--- src/sv/prs_pkg.sv ---
package prs_pkg;

    // configuration port
    localparam int CFG_IDX_W  = 1;
    localparam int CFG_DATA_W = 19;
    localparam logic [CFG_IDX_W-1:0] CFG_PAGE_SIZE = 1'b0;
    localparam logic [CFG_IDX_W-1:0] CFG_ITEM_SIZE = 1'b1;

    // request kinds
    localparam logic REQ_LOAD   = 1'b0;
    localparam logic REQ_ACCESS = 1'b1;

    // defaults and fixed limits
    localparam int MAX_PAGES_DEF      = 64;
    localparam int MAX_PAGE_SIZE_DEF  = 4096;
    localparam int PHYS_PAGE_BITS_DEF = 16;
    localparam int MAX_RESULTS        = 64;
    localparam int PAGE_IDX_W         = 12;   // holds any index below the largest table
    localparam int JOB_QUEUE_DEPTH    = 2;

    typedef struct packed {
        logic        req_type;
        logic [5:0]  entry_index;
        logic [15:0] phys_page;
        logic [17:0] start_pos;
        logic [18:0] length;
        logic        is_write;
    } t_req;

    typedef struct packed {
        logic        status;
        logic        seg_valid;
        logic [15:0] seg_phys_page;
        logic [11:0] seg_offset;
        logic [12:0] seg_length;
        logic [17:0] buffer_offset;
        logic        seg_write;
        logic        last;
    } t_res;

    typedef enum logic [1:0] {
        JOB_LOAD,
        JOB_SPLIT,
        JOB_REJECT,
        JOB_EMPTY
    } t_job_kind;

    // work handed from the classifier to the segment engine
    typedef struct packed {
        t_job_kind             kind;
        logic [PAGE_IDX_W-1:0] idx;
        logic [15:0]           phys;
        logic [12:0]           pos;
        logic [18:0]           len;
        logic [12:0]           ps;
        logic                  wr;
    } t_job;

endpackage

--- src/sv/prs_front.sv ---
module prs_front #(
    parameter int MAX_PAGES     = prs_pkg::MAX_PAGES_DEF,
    parameter int MAX_PAGE_SIZE = prs_pkg::MAX_PAGE_SIZE_DEF
) (
    input  logic                             i_clk,
    input  logic                             i_rst_n,
    input  logic                             start,
    output logic                             busy,
    input  prs_pkg::t_req                    i_req,
    input  logic                             i_cfg_we,
    input  logic [prs_pkg::CFG_IDX_W-1:0]    i_cfg_index,
    input  logic [prs_pkg::CFG_DATA_W-1:0]   i_cfg_data,
    input  logic                             i_full,
    output logic                             o_push,
    output prs_pkg::t_job                    o_job
);
    import prs_pkg::*;

    localparam int DIV_W     = 20;
    localparam int DIV_STEPS = DIV_W;

    typedef enum logic [1:0] {
        S_IDLE,
        S_DIV,
        S_CHECK,
        S_PUSH
    } t_state;

    t_state      r_state;
    t_job        r_job;
    logic [12:0] r_pg_bytes;
    logic [18:0] r_item_size;
    logic [DIV_W-1:0] r_div_a;
    logic [DIV_W-1:0] r_div_b;
    logic [12:0] r_rem_a;
    logic [12:0] r_rem_b;
    logic [12:0] r_ps;
    logic [4:0]  r_cnt;

    logic [12:0]      ps_eff;
    logic [DIV_W-1:0] end_sum;
    logic             over_size;
    logic             entry_ok;
    logic [13:0]      sh_a;
    logic [13:0]      sh_b;
    logic             ge_a;
    logic             ge_b;
    logic [13:0]      n_rem_a;
    logic [13:0]      n_rem_b;
    logic [DIV_W-1:0] span;
    logic             reject;

    always_comb begin
        ps_eff = (r_pg_bytes == 13'd0) ? 13'd1 : r_pg_bytes;
        if (17'(ps_eff) > 17'(MAX_PAGE_SIZE)) begin
            ps_eff = 13'(MAX_PAGE_SIZE);
        end
    end

    assign end_sum   = DIV_W'(i_req.start_pos) + DIV_W'(i_req.length);
    assign over_size = end_sum > DIV_W'(r_item_size);
    assign entry_ok  = 13'(i_req.entry_index) < 13'(MAX_PAGES);

    // restoring division, both dividends one bit a cycle against the same page size
    assign sh_a    = {r_rem_a, r_div_a[DIV_W-1]};
    assign sh_b    = {r_rem_b, r_div_b[DIV_W-1]};
    assign ge_a    = sh_a >= {1'b0, r_ps};
    assign ge_b    = sh_b >= {1'b0, r_ps};
    assign n_rem_a = ge_a ? sh_a - {1'b0, r_ps} : sh_a;
    assign n_rem_b = ge_b ? sh_b - {1'b0, r_ps} : sh_b;

    // quotients: a = first page, b = last page
    assign span   = r_div_b - r_div_a;
    assign reject = (r_div_b >= DIV_W'(MAX_PAGES)) || (span >= DIV_W'(MAX_RESULTS));

    assign busy   = r_state != S_IDLE;
    assign o_push = (r_state == S_PUSH) && !i_full;
    assign o_job  = r_job;

    always_ff @(posedge i_clk) begin
        if (!i_rst_n) begin
            r_pg_bytes  <= 13'd4096;
            r_item_size <= 19'd0;
        end else if (i_cfg_we) begin
            unique case (i_cfg_index)
                CFG_PAGE_SIZE: r_pg_bytes  <= i_cfg_data[12:0];
                CFG_ITEM_SIZE: r_item_size <= i_cfg_data;
            endcase
        end
    end

    always_ff @(posedge i_clk) begin
        if (!i_rst_n) begin
            r_state <= S_IDLE;
        end else begin
            unique case (r_state)
                S_IDLE: begin
                    if (start) begin
                        r_job.wr   <= i_req.is_write;
                        r_job.ps   <= ps_eff;
                        r_job.len  <= i_req.length;
                        r_job.phys <= i_req.phys_page;
                        r_job.idx  <= PAGE_IDX_W'(i_req.entry_index);
                        r_job.pos  <= 13'd0;
                        priority if (i_req.req_type == REQ_LOAD) begin
                            r_job.kind <= JOB_LOAD;
                            if (entry_ok) begin
                                r_state <= S_PUSH;
                            end
                        end else if (over_size) begin
                            r_job.kind <= JOB_REJECT;
                            r_state    <= S_PUSH;
                        end else if (i_req.length == 19'd0) begin
                            r_job.kind <= JOB_EMPTY;
                            r_state    <= S_PUSH;
                        end else begin
                            r_ps    <= ps_eff;
                            r_div_a <= DIV_W'(i_req.start_pos);
                            r_div_b <= end_sum - DIV_W'(1);
                            r_rem_a <= 13'd0;
                            r_rem_b <= 13'd0;
                            r_cnt   <= 5'd0;
                            r_state <= S_DIV;
                        end
                    end
                end
                S_DIV: begin
                    r_rem_a <= n_rem_a[12:0];
                    r_rem_b <= n_rem_b[12:0];
                    r_div_a <= {r_div_a[DIV_W-2:0], ge_a};
                    r_div_b <= {r_div_b[DIV_W-2:0], ge_b};
                    r_cnt   <= r_cnt + 5'd1;
                    if (r_cnt == 5'(DIV_STEPS - 1)) begin
                        r_state <= S_CHECK;
                    end
                end
                S_CHECK: begin
                    r_job.kind <= reject ? JOB_REJECT : JOB_SPLIT;
                    r_job.idx  <= r_div_a[PAGE_IDX_W-1:0];
                    r_job.pos  <= r_rem_a;
                    r_state    <= S_PUSH;
                end
                S_PUSH: begin
                    if (!i_full) begin
                        r_state <= S_IDLE;
                    end
                end
            endcase
        end
    end

endmodule

--- src/sv/prs_queue.sv ---
module prs_queue (
    input  logic          i_clk,
    input  logic          i_rst_n,
    input  logic          i_push,
    input  prs_pkg::t_job i_job,
    output logic          o_full,
    input  logic          i_pop,
    output logic          o_empty,
    output prs_pkg::t_job o_head
);
    import prs_pkg::*;

    localparam int PW = (JOB_QUEUE_DEPTH > 1) ? $clog2(JOB_QUEUE_DEPTH) : 1;
    localparam int CW = $clog2(JOB_QUEUE_DEPTH + 1);

    t_job          r_mem [JOB_QUEUE_DEPTH];
    logic [PW-1:0] r_wr_ptr;
    logic [PW-1:0] r_rd_ptr;
    logic [CW-1:0] r_count;

    logic do_push;
    logic do_pop;

    assign o_full  = r_count == CW'(JOB_QUEUE_DEPTH);
    assign o_empty = r_count == CW'(0);
    assign o_head  = r_mem[r_rd_ptr];
    assign do_push = i_push && !o_full;
    assign do_pop  = i_pop && !o_empty;

    always_ff @(posedge i_clk) begin
        if (do_push) begin
            r_mem[r_wr_ptr] <= i_job;
        end
    end

    always_ff @(posedge i_clk) begin
        if (!i_rst_n) begin
            r_wr_ptr <= '0;
            r_rd_ptr <= '0;
            r_count  <= '0;
        end else begin
            if (do_push) begin
                r_wr_ptr <= (r_wr_ptr == PW'(JOB_QUEUE_DEPTH - 1)) ? '0 : r_wr_ptr + PW'(1);
            end
            if (do_pop) begin
                r_rd_ptr <= (r_rd_ptr == PW'(JOB_QUEUE_DEPTH - 1)) ? '0 : r_rd_ptr + PW'(1);
            end
            if (do_push && !do_pop) begin
                r_count <= r_count + CW'(1);
            end else if (do_pop && !do_push) begin
                r_count <= r_count - CW'(1);
            end
        end
    end

endmodule

--- src/sv/prs_back.sv ---
module prs_back #(
    parameter int MAX_PAGES      = prs_pkg::MAX_PAGES_DEF,
    parameter int PHYS_PAGE_BITS = prs_pkg::PHYS_PAGE_BITS_DEF
) (
    input  logic          i_clk,
    input  logic          i_rst_n,
    input  logic          i_empty,
    input  prs_pkg::t_job i_job,
    output logic          o_pop,
    output logic          o_strobe,
    output prs_pkg::t_res o_res
);
    import prs_pkg::*;

    localparam int AW = (MAX_PAGES > 1) ? $clog2(MAX_PAGES) : 1;

    typedef enum logic {
        B_IDLE,
        B_SEG
    } t_state;

    logic [PHYS_PAGE_BITS-1:0] r_table [MAX_PAGES];
    logic [PHYS_PAGE_BITS-1:0] r_rd_data;

    t_state                r_state;
    logic                  r_strobe;
    t_res                  r_res;
    logic [PAGE_IDX_W-1:0] r_idx;
    logic [12:0]           r_pos;
    logic [18:0]           r_rem;
    logic [18:0]           r_buf;
    logic [12:0]           r_ps;
    logic                  r_wr;

    logic                      pop;
    logic                      wr_en;
    logic [AW-1:0]             wr_addr;
    logic [PHYS_PAGE_BITS-1:0] wr_data;
    logic [31:0]               phys_ext;
    logic                      rd_en;
    logic [AW-1:0]             rd_addr;
    logic [PAGE_IDX_W-1:0]     next_idx;
    logic [31:0]               rd_ext;
    logic [19:0]               pos_sum;
    logic [12:0]               seg;
    logic                      seg_last;

    assign pop      = (r_state == B_IDLE) && !i_empty;
    assign o_pop    = pop;
    assign o_strobe = r_strobe;
    assign o_res    = r_res;

    assign phys_ext = 32'(i_job.phys);
    assign wr_en    = pop && (i_job.kind == JOB_LOAD);
    assign wr_addr  = i_job.idx[AW-1:0];
    assign wr_data  = phys_ext[PHYS_PAGE_BITS-1:0];

    // segment split: stop at the page end or at the end of the request
    assign pos_sum  = 20'(r_pos) + 20'(r_rem);
    assign seg      = (pos_sum > 20'(r_ps)) ? r_ps - r_pos : r_rem[12:0];
    assign seg_last = 19'(seg) == r_rem;
    assign next_idx = r_idx + PAGE_IDX_W'(1);
    assign rd_ext   = 32'(r_rd_data);

    // table read runs one page ahead of the segment on the output
    always_comb begin
        if (r_state == B_SEG) begin
            rd_en   = !seg_last;
            rd_addr = next_idx[AW-1:0];
        end else begin
            rd_en   = pop && (i_job.kind == JOB_SPLIT);
            rd_addr = i_job.idx[AW-1:0];
        end
    end

    always_ff @(posedge i_clk) begin
        if (wr_en) begin
            r_table[wr_addr] <= wr_data;
        end
        if (rd_en) begin
            r_rd_data <= r_table[rd_addr];
        end
    end

    always_ff @(posedge i_clk) begin
        if (!i_rst_n) begin
            r_state  <= B_IDLE;
            r_strobe <= 1'b0;
        end else begin
            // a segment goes out every cycle in B_SEG; reject and empty give one result
            r_strobe <= (r_state == B_SEG) ||
                        (pop && ((i_job.kind == JOB_REJECT) || (i_job.kind == JOB_EMPTY)));
            unique case (r_state)
                B_IDLE: begin
                    if (pop) begin
                        unique case (i_job.kind)
                            JOB_LOAD: begin
                            end
                            JOB_SPLIT: begin
                                r_idx   <= i_job.idx;
                                r_pos   <= i_job.pos;
                                r_rem   <= i_job.len;
                                r_buf   <= 19'd0;
                                r_ps    <= i_job.ps;
                                r_wr    <= i_job.wr;
                                r_state <= B_SEG;
                            end
                            JOB_REJECT, JOB_EMPTY: begin
                                r_res.status        <= i_job.kind == JOB_REJECT;
                                r_res.seg_valid     <= 1'b0;
                                r_res.seg_phys_page <= 16'd0;
                                r_res.seg_offset    <= 12'd0;
                                r_res.seg_length    <= 13'd0;
                                r_res.buffer_offset <= 18'd0;
                                r_res.seg_write     <= i_job.wr;
                                r_res.last          <= 1'b1;
                            end
                        endcase
                    end
                end
                B_SEG: begin
                    r_res.status        <= 1'b0;
                    r_res.seg_valid     <= 1'b1;
                    r_res.seg_phys_page <= rd_ext[15:0];
                    r_res.seg_offset    <= r_pos[11:0];
                    r_res.seg_length    <= seg;
                    r_res.buffer_offset <= r_buf[17:0];
                    r_res.seg_write     <= r_wr;
                    r_res.last          <= seg_last;
                    r_pos               <= 13'd0;
                    r_rem               <= r_rem - 19'(seg);
                    r_buf               <= r_buf + 19'(seg);
                    r_idx               <= next_idx;
                    if (seg_last) begin
                        r_state <= B_IDLE;
                    end
                end
            endcase
        end
    end

endmodule

--- src/sv/paged_request_splitter.sv ---
// Paged request splitter.
// Requests enter on i_req with start; one is taken at a clock edge where start
// is high and busy is low. A load request writes one page table entry and
// gives no result. An access request is checked against item_size and the
// table, then split at page boundaries; each result appears on o_res for one
// cycle with o_strobe high, the last one carrying last = 1. A failed check or
// a zero-length access gives a single result.
// The classifier holds busy after a load or a rejected/empty access until its
// job enters the queue, and after an access that is split also while the page
// index and offset come from a bit-serial divider that works through the
// 20-bit start and last-byte addresses; a new request waits for that job.
// A two-entry queue sits between classifier and segment engine, so the next
// request is classified while segments still go out. The segment engine
// gives one segment per cycle once the table read for the first page is
// registered.
// Reset empties the queue, returns both units to idle and sets the page length
// to 4096 bytes and item_size to 0; table entries hold nothing until loaded.
// The receiver cannot stall: results are taken in the cycle they appear.
module paged_request_splitter #(
    parameter int MAX_PAGES      = prs_pkg::MAX_PAGES_DEF,
    parameter int MAX_PAGE_SIZE  = prs_pkg::MAX_PAGE_SIZE_DEF,
    parameter int PHYS_PAGE_BITS = prs_pkg::PHYS_PAGE_BITS_DEF
) (
    input  logic                           i_clk,
    input  logic                           i_rst_n,
    input  logic                           start,
    output logic                           busy,
    input  prs_pkg::t_req                  i_req,
    output logic                           o_strobe,
    output prs_pkg::t_res                  o_res,
    input  logic                           i_cfg_we,
    input  logic [prs_pkg::CFG_IDX_W-1:0]  i_cfg_index,
    input  logic [prs_pkg::CFG_DATA_W-1:0] i_cfg_data
);
    import prs_pkg::*;

    logic push;
    logic full;
    logic pop;
    logic empty;
    t_job job_in;
    t_job job_head;

    prs_front #(
        .MAX_PAGES     (MAX_PAGES),
        .MAX_PAGE_SIZE (MAX_PAGE_SIZE)
    ) u_front (
        .i_clk       (i_clk),
        .i_rst_n     (i_rst_n),
        .start       (start),
        .busy        (busy),
        .i_req       (i_req),
        .i_cfg_we    (i_cfg_we),
        .i_cfg_index (i_cfg_index),
        .i_cfg_data  (i_cfg_data),
        .i_full      (full),
        .o_push      (push),
        .o_job       (job_in)
    );

    prs_queue u_queue (
        .i_clk   (i_clk),
        .i_rst_n (i_rst_n),
        .i_push  (push),
        .i_job   (job_in),
        .o_full  (full),
        .i_pop   (pop),
        .o_empty (empty),
        .o_head  (job_head)
    );

    prs_back #(
        .MAX_PAGES      (MAX_PAGES),
        .PHYS_PAGE_BITS (PHYS_PAGE_BITS)
    ) u_back (
        .i_clk    (i_clk),
        .i_rst_n  (i_rst_n),
        .i_empty  (empty),
        .i_job    (job_head),
        .o_pop    (pop),
        .o_strobe (o_strobe),
        .o_res    (o_res)
    );

endmodule

--- config.mk ---
export PLATFORM = sky130hd
export DESIGN_NAME = paged_request_splitter
export DESIGN_NICKNAME = d
export VERILOG_FILES = /design/src/sv/prs_pkg.sv /design/src/sv/prs_front.sv /design/src/sv/prs_queue.sv /design/src/sv/prs_back.sv /design/src/sv/paged_request_splitter.sv
export SDC_FILE = /design/constraint.sdc
export NUM_CORES = 2
export LEC_CHECK = 0
export ABC_AREA = 1
export BUFFER_PORTS_ARGS = -buffer_cell sky130_fd_sc_hd__buf_4
export CORE_ASPECT_RATIO = 1.4
export CORE_UTILIZATION = 45
export CTS_CLUSTER_SIZE = 8
export DETAILED_ROUTE_END_ITERATION = 12
export SKIP_LAST_GASP = 1
export SLEW_MARGIN = 20
export SYNTH_ARGS = -nofsm -noshare
export SYNTH_HDL_FRONTEND = slang
export SYNTH_HIERARCHICAL = 1
export SYNTH_SLANG_ARGS = --single-unit
--- constraint.sdc ---
create_clock -name i_clk -period 9.9 [get_ports i_clk]
set_clock_uncertainty 0.05 [all_clocks]
set_input_delay 1.485 -clock i_clk [delete_from_list [all_inputs] [get_ports i_clk]]
set_output_delay 1.485 -clock i_clk [all_outputs]
set_load 0.01 [all_outputs]
==> flow_metrics.py <==
metrics = {
    "routing": {
        "vias": 44510,
        "wl_per_cell_um": 23.94,
        "drtIter0Drc": 3681,
        "drc": 0,
        "ant_nets": 0,
        "wirelength_mm": 186.6,
        "vias_per_cell": 5.707,
        "first_pass_iters": 7,
    },
    "sta": {
        "finalSetupViolations": 0,
        "worst_pin_slew_ns": 1.175,
        "tns_ns": 0,
        "setup_slack_ns": 3.568,
        "hold_ws_ns": 0.3890,
        "finalMaxSlewViolations": 0,
        "clock.fmax_mhz": 157.9,
        "maxSlewHeadroom_pct": 21.55,
        "finalCriticalPeriod_ns": 6.332,
        "period_share_pct": 63.96,
        "grt_setup_unrepaired": "no",
        "finalHoldViolCount": 0,
    },
    "clock_network": {
        "clock_path_buffers": 3,
        "clk_pin_slew_ns": 0.05,
        "clock-sinks": 1508,
        "post-cts-setup-buffers": 0,
        "cts_htree_levels": 4,
        "clk_latency_ns": 0.83,
        "post_cts_resized": 0,
        "cts_hold_buf": 0,
        "cts-root-buf": "clkbuf_16",
        "cts_buffers": 207,
        "cts_tree": "done",
    },
    "synthesis": {
        "synth_warnings": 6,
        "avgSynthCellArea_um2": 11.77,
        "synth_cells": 5637,
        "synth_nets": 5879,
        "syn-cell-area_mm2": 0.06636,
    },
    "die": {
        "ios": 150,
        "initial_utilization_pct": 45.39,
        "core_region_area_mm2": 0.1462,
        "die_w_um": 326.6,
        "num_rows": 166,
        "die_y_um": 456.4,
        "dieArea_mm2": 0.1490,
    },
    "layout": {
        "layout-drive-gt1-share_pct": 10.91,
        "area_growth_pct": 13.53,
        "regArea_mm2": 0.04488,
        "multiInputGateArea_mm2": 0.01890,
        "fin_nets": 6061,
        "diodes": 0,
        "nFillCells": 12770,
    },
    "flow_run": {
        "cap_violations": 0,
    },
    "critical_path": {
        "crit_arrival_ns": 6.66,
        "max_stage_delay_ns": 0.49,
        "end_kind": "register",
        "critPathRequiredTime_ns": 10.22,
        "startpoint_type": "register",
        "cp_max_fo": 21,
        "critPathMostFrequentCell": "nand2_1",
        "crit_slowest_cell": "nand2_1",
        "cp_top_family": "simple AND/OR/NAND/NOR gates",
        "crit_buf_inv": 3,
        "critPathKind": "register to register",
    },
    "place": {
        "port_buffers": 149,
        "routabilityCongestion": 0.8898,
        "dp_slack_ns": 3.606,
        "dp_hpwl_mm": 116.3,
    },
    "grt": {
        "antenna_found_initial": 0,
        "grt_max_degree": 233,
        "grt_first_pass_wirelength_mm": 275.4,
        "grtUsageTotal_pct": 24.74,
        "grt_pass1_vias": 44010,
        "grt_overflow": 0,
    },
    "min_path": {
        "hold_path_class": "register to register",
    },
    "power_and_ir_drop": {
        "power_density_mw_per_mm2": 243.8,
        "p_leak_nw": 27.14,
        "peakVddDrop_mv": 0.1709,
    },
    "status": {
        "status": "complete, no violations",
    },
}
[worst paths after layout]
check               startpoint                    to  slack (ns)  depth (start not counted)
max reg2reg    u_back/r_pos[0]   u_back/r_rd_data[6]        3.57                         32
max            u_back/r_pos[0]   u_back/r_rd_data[6]        3.57                         32
min          u_front/o_job[19]  u_queue/r_mem[1][19]        0.39                          0
min reg2reg  u_front/o_job[19]  u_queue/r_mem[1][19]        0.39                          0
[flip-flops by register name, indices dropped and copies added, names as in the netlist, 16 cells and up, named ones only]
name,cells
u_back/r_table,1024
u_queue/r_mem,140
u_front/o_job,70
u_back/o_res,63
u_front/r_div_a,20
u_front/r_div_b,20
u_back/r_rem,19
u_front/r_item_size,19
u_back/r_buf,18
u_back/r_rd_data,16
[per-stage QoR]
step / utilization (%) / power [mW] / instance area (µm²) / std cells
2_1_floorplan: - / 10.52 / 66360 / 5637
3_3_place_gp: 47.70 / 12.14 / 69740 / 7542
3_5_place_dp: 47.70 / 12.20 / 69740 / 7542
4_1_cts: 51.52 / 18.48 / 75340 / 7798
5_1_grt: 51.53 / 19.11 / 75340 / 7798
6_report: 51.53 / 18.37 / 75340 / 7798
[power by group]
part / switching [mW] / total (mW) / internal [mW]
sequential: 0.138 / 7.71 / 7.58
clock: 2.55 / 6.28 / 3.73
combinational: 3.22 / 4.37 / 1.16
[area by class of cell]
cell class,count,area share (%)
multi-input cells,3425,25.08
clock buffers,240,7.068
well taps,1932,3.208
clock inverters,16,0.3620
flip-flops and latches,1508,59.57
inverters,429,2.159
repair buffers,248,2.554
[per-layer routing]
layer,track usage [%],share of wire [%]
met5,0,0
met4,11.27,4.3
met3,3.184,4.9
met2,44.00,52
met1,29.70,39
[placed cells by master (no fill, tap or decap), drive strengths merged, types with 41 or more instances in the layout]
cell type,instances
nor2,818
inv,429
a21oi,170
nand4,45
dfxtp,41
edfxtp,1467
o221ai,183
o211ai,73
nand3,325
buf,248
nand2,670
ha,149
clkbuf,240
mux2,70
o22ai,76
o21ai,672
Power figures use the tool's default switching activity.
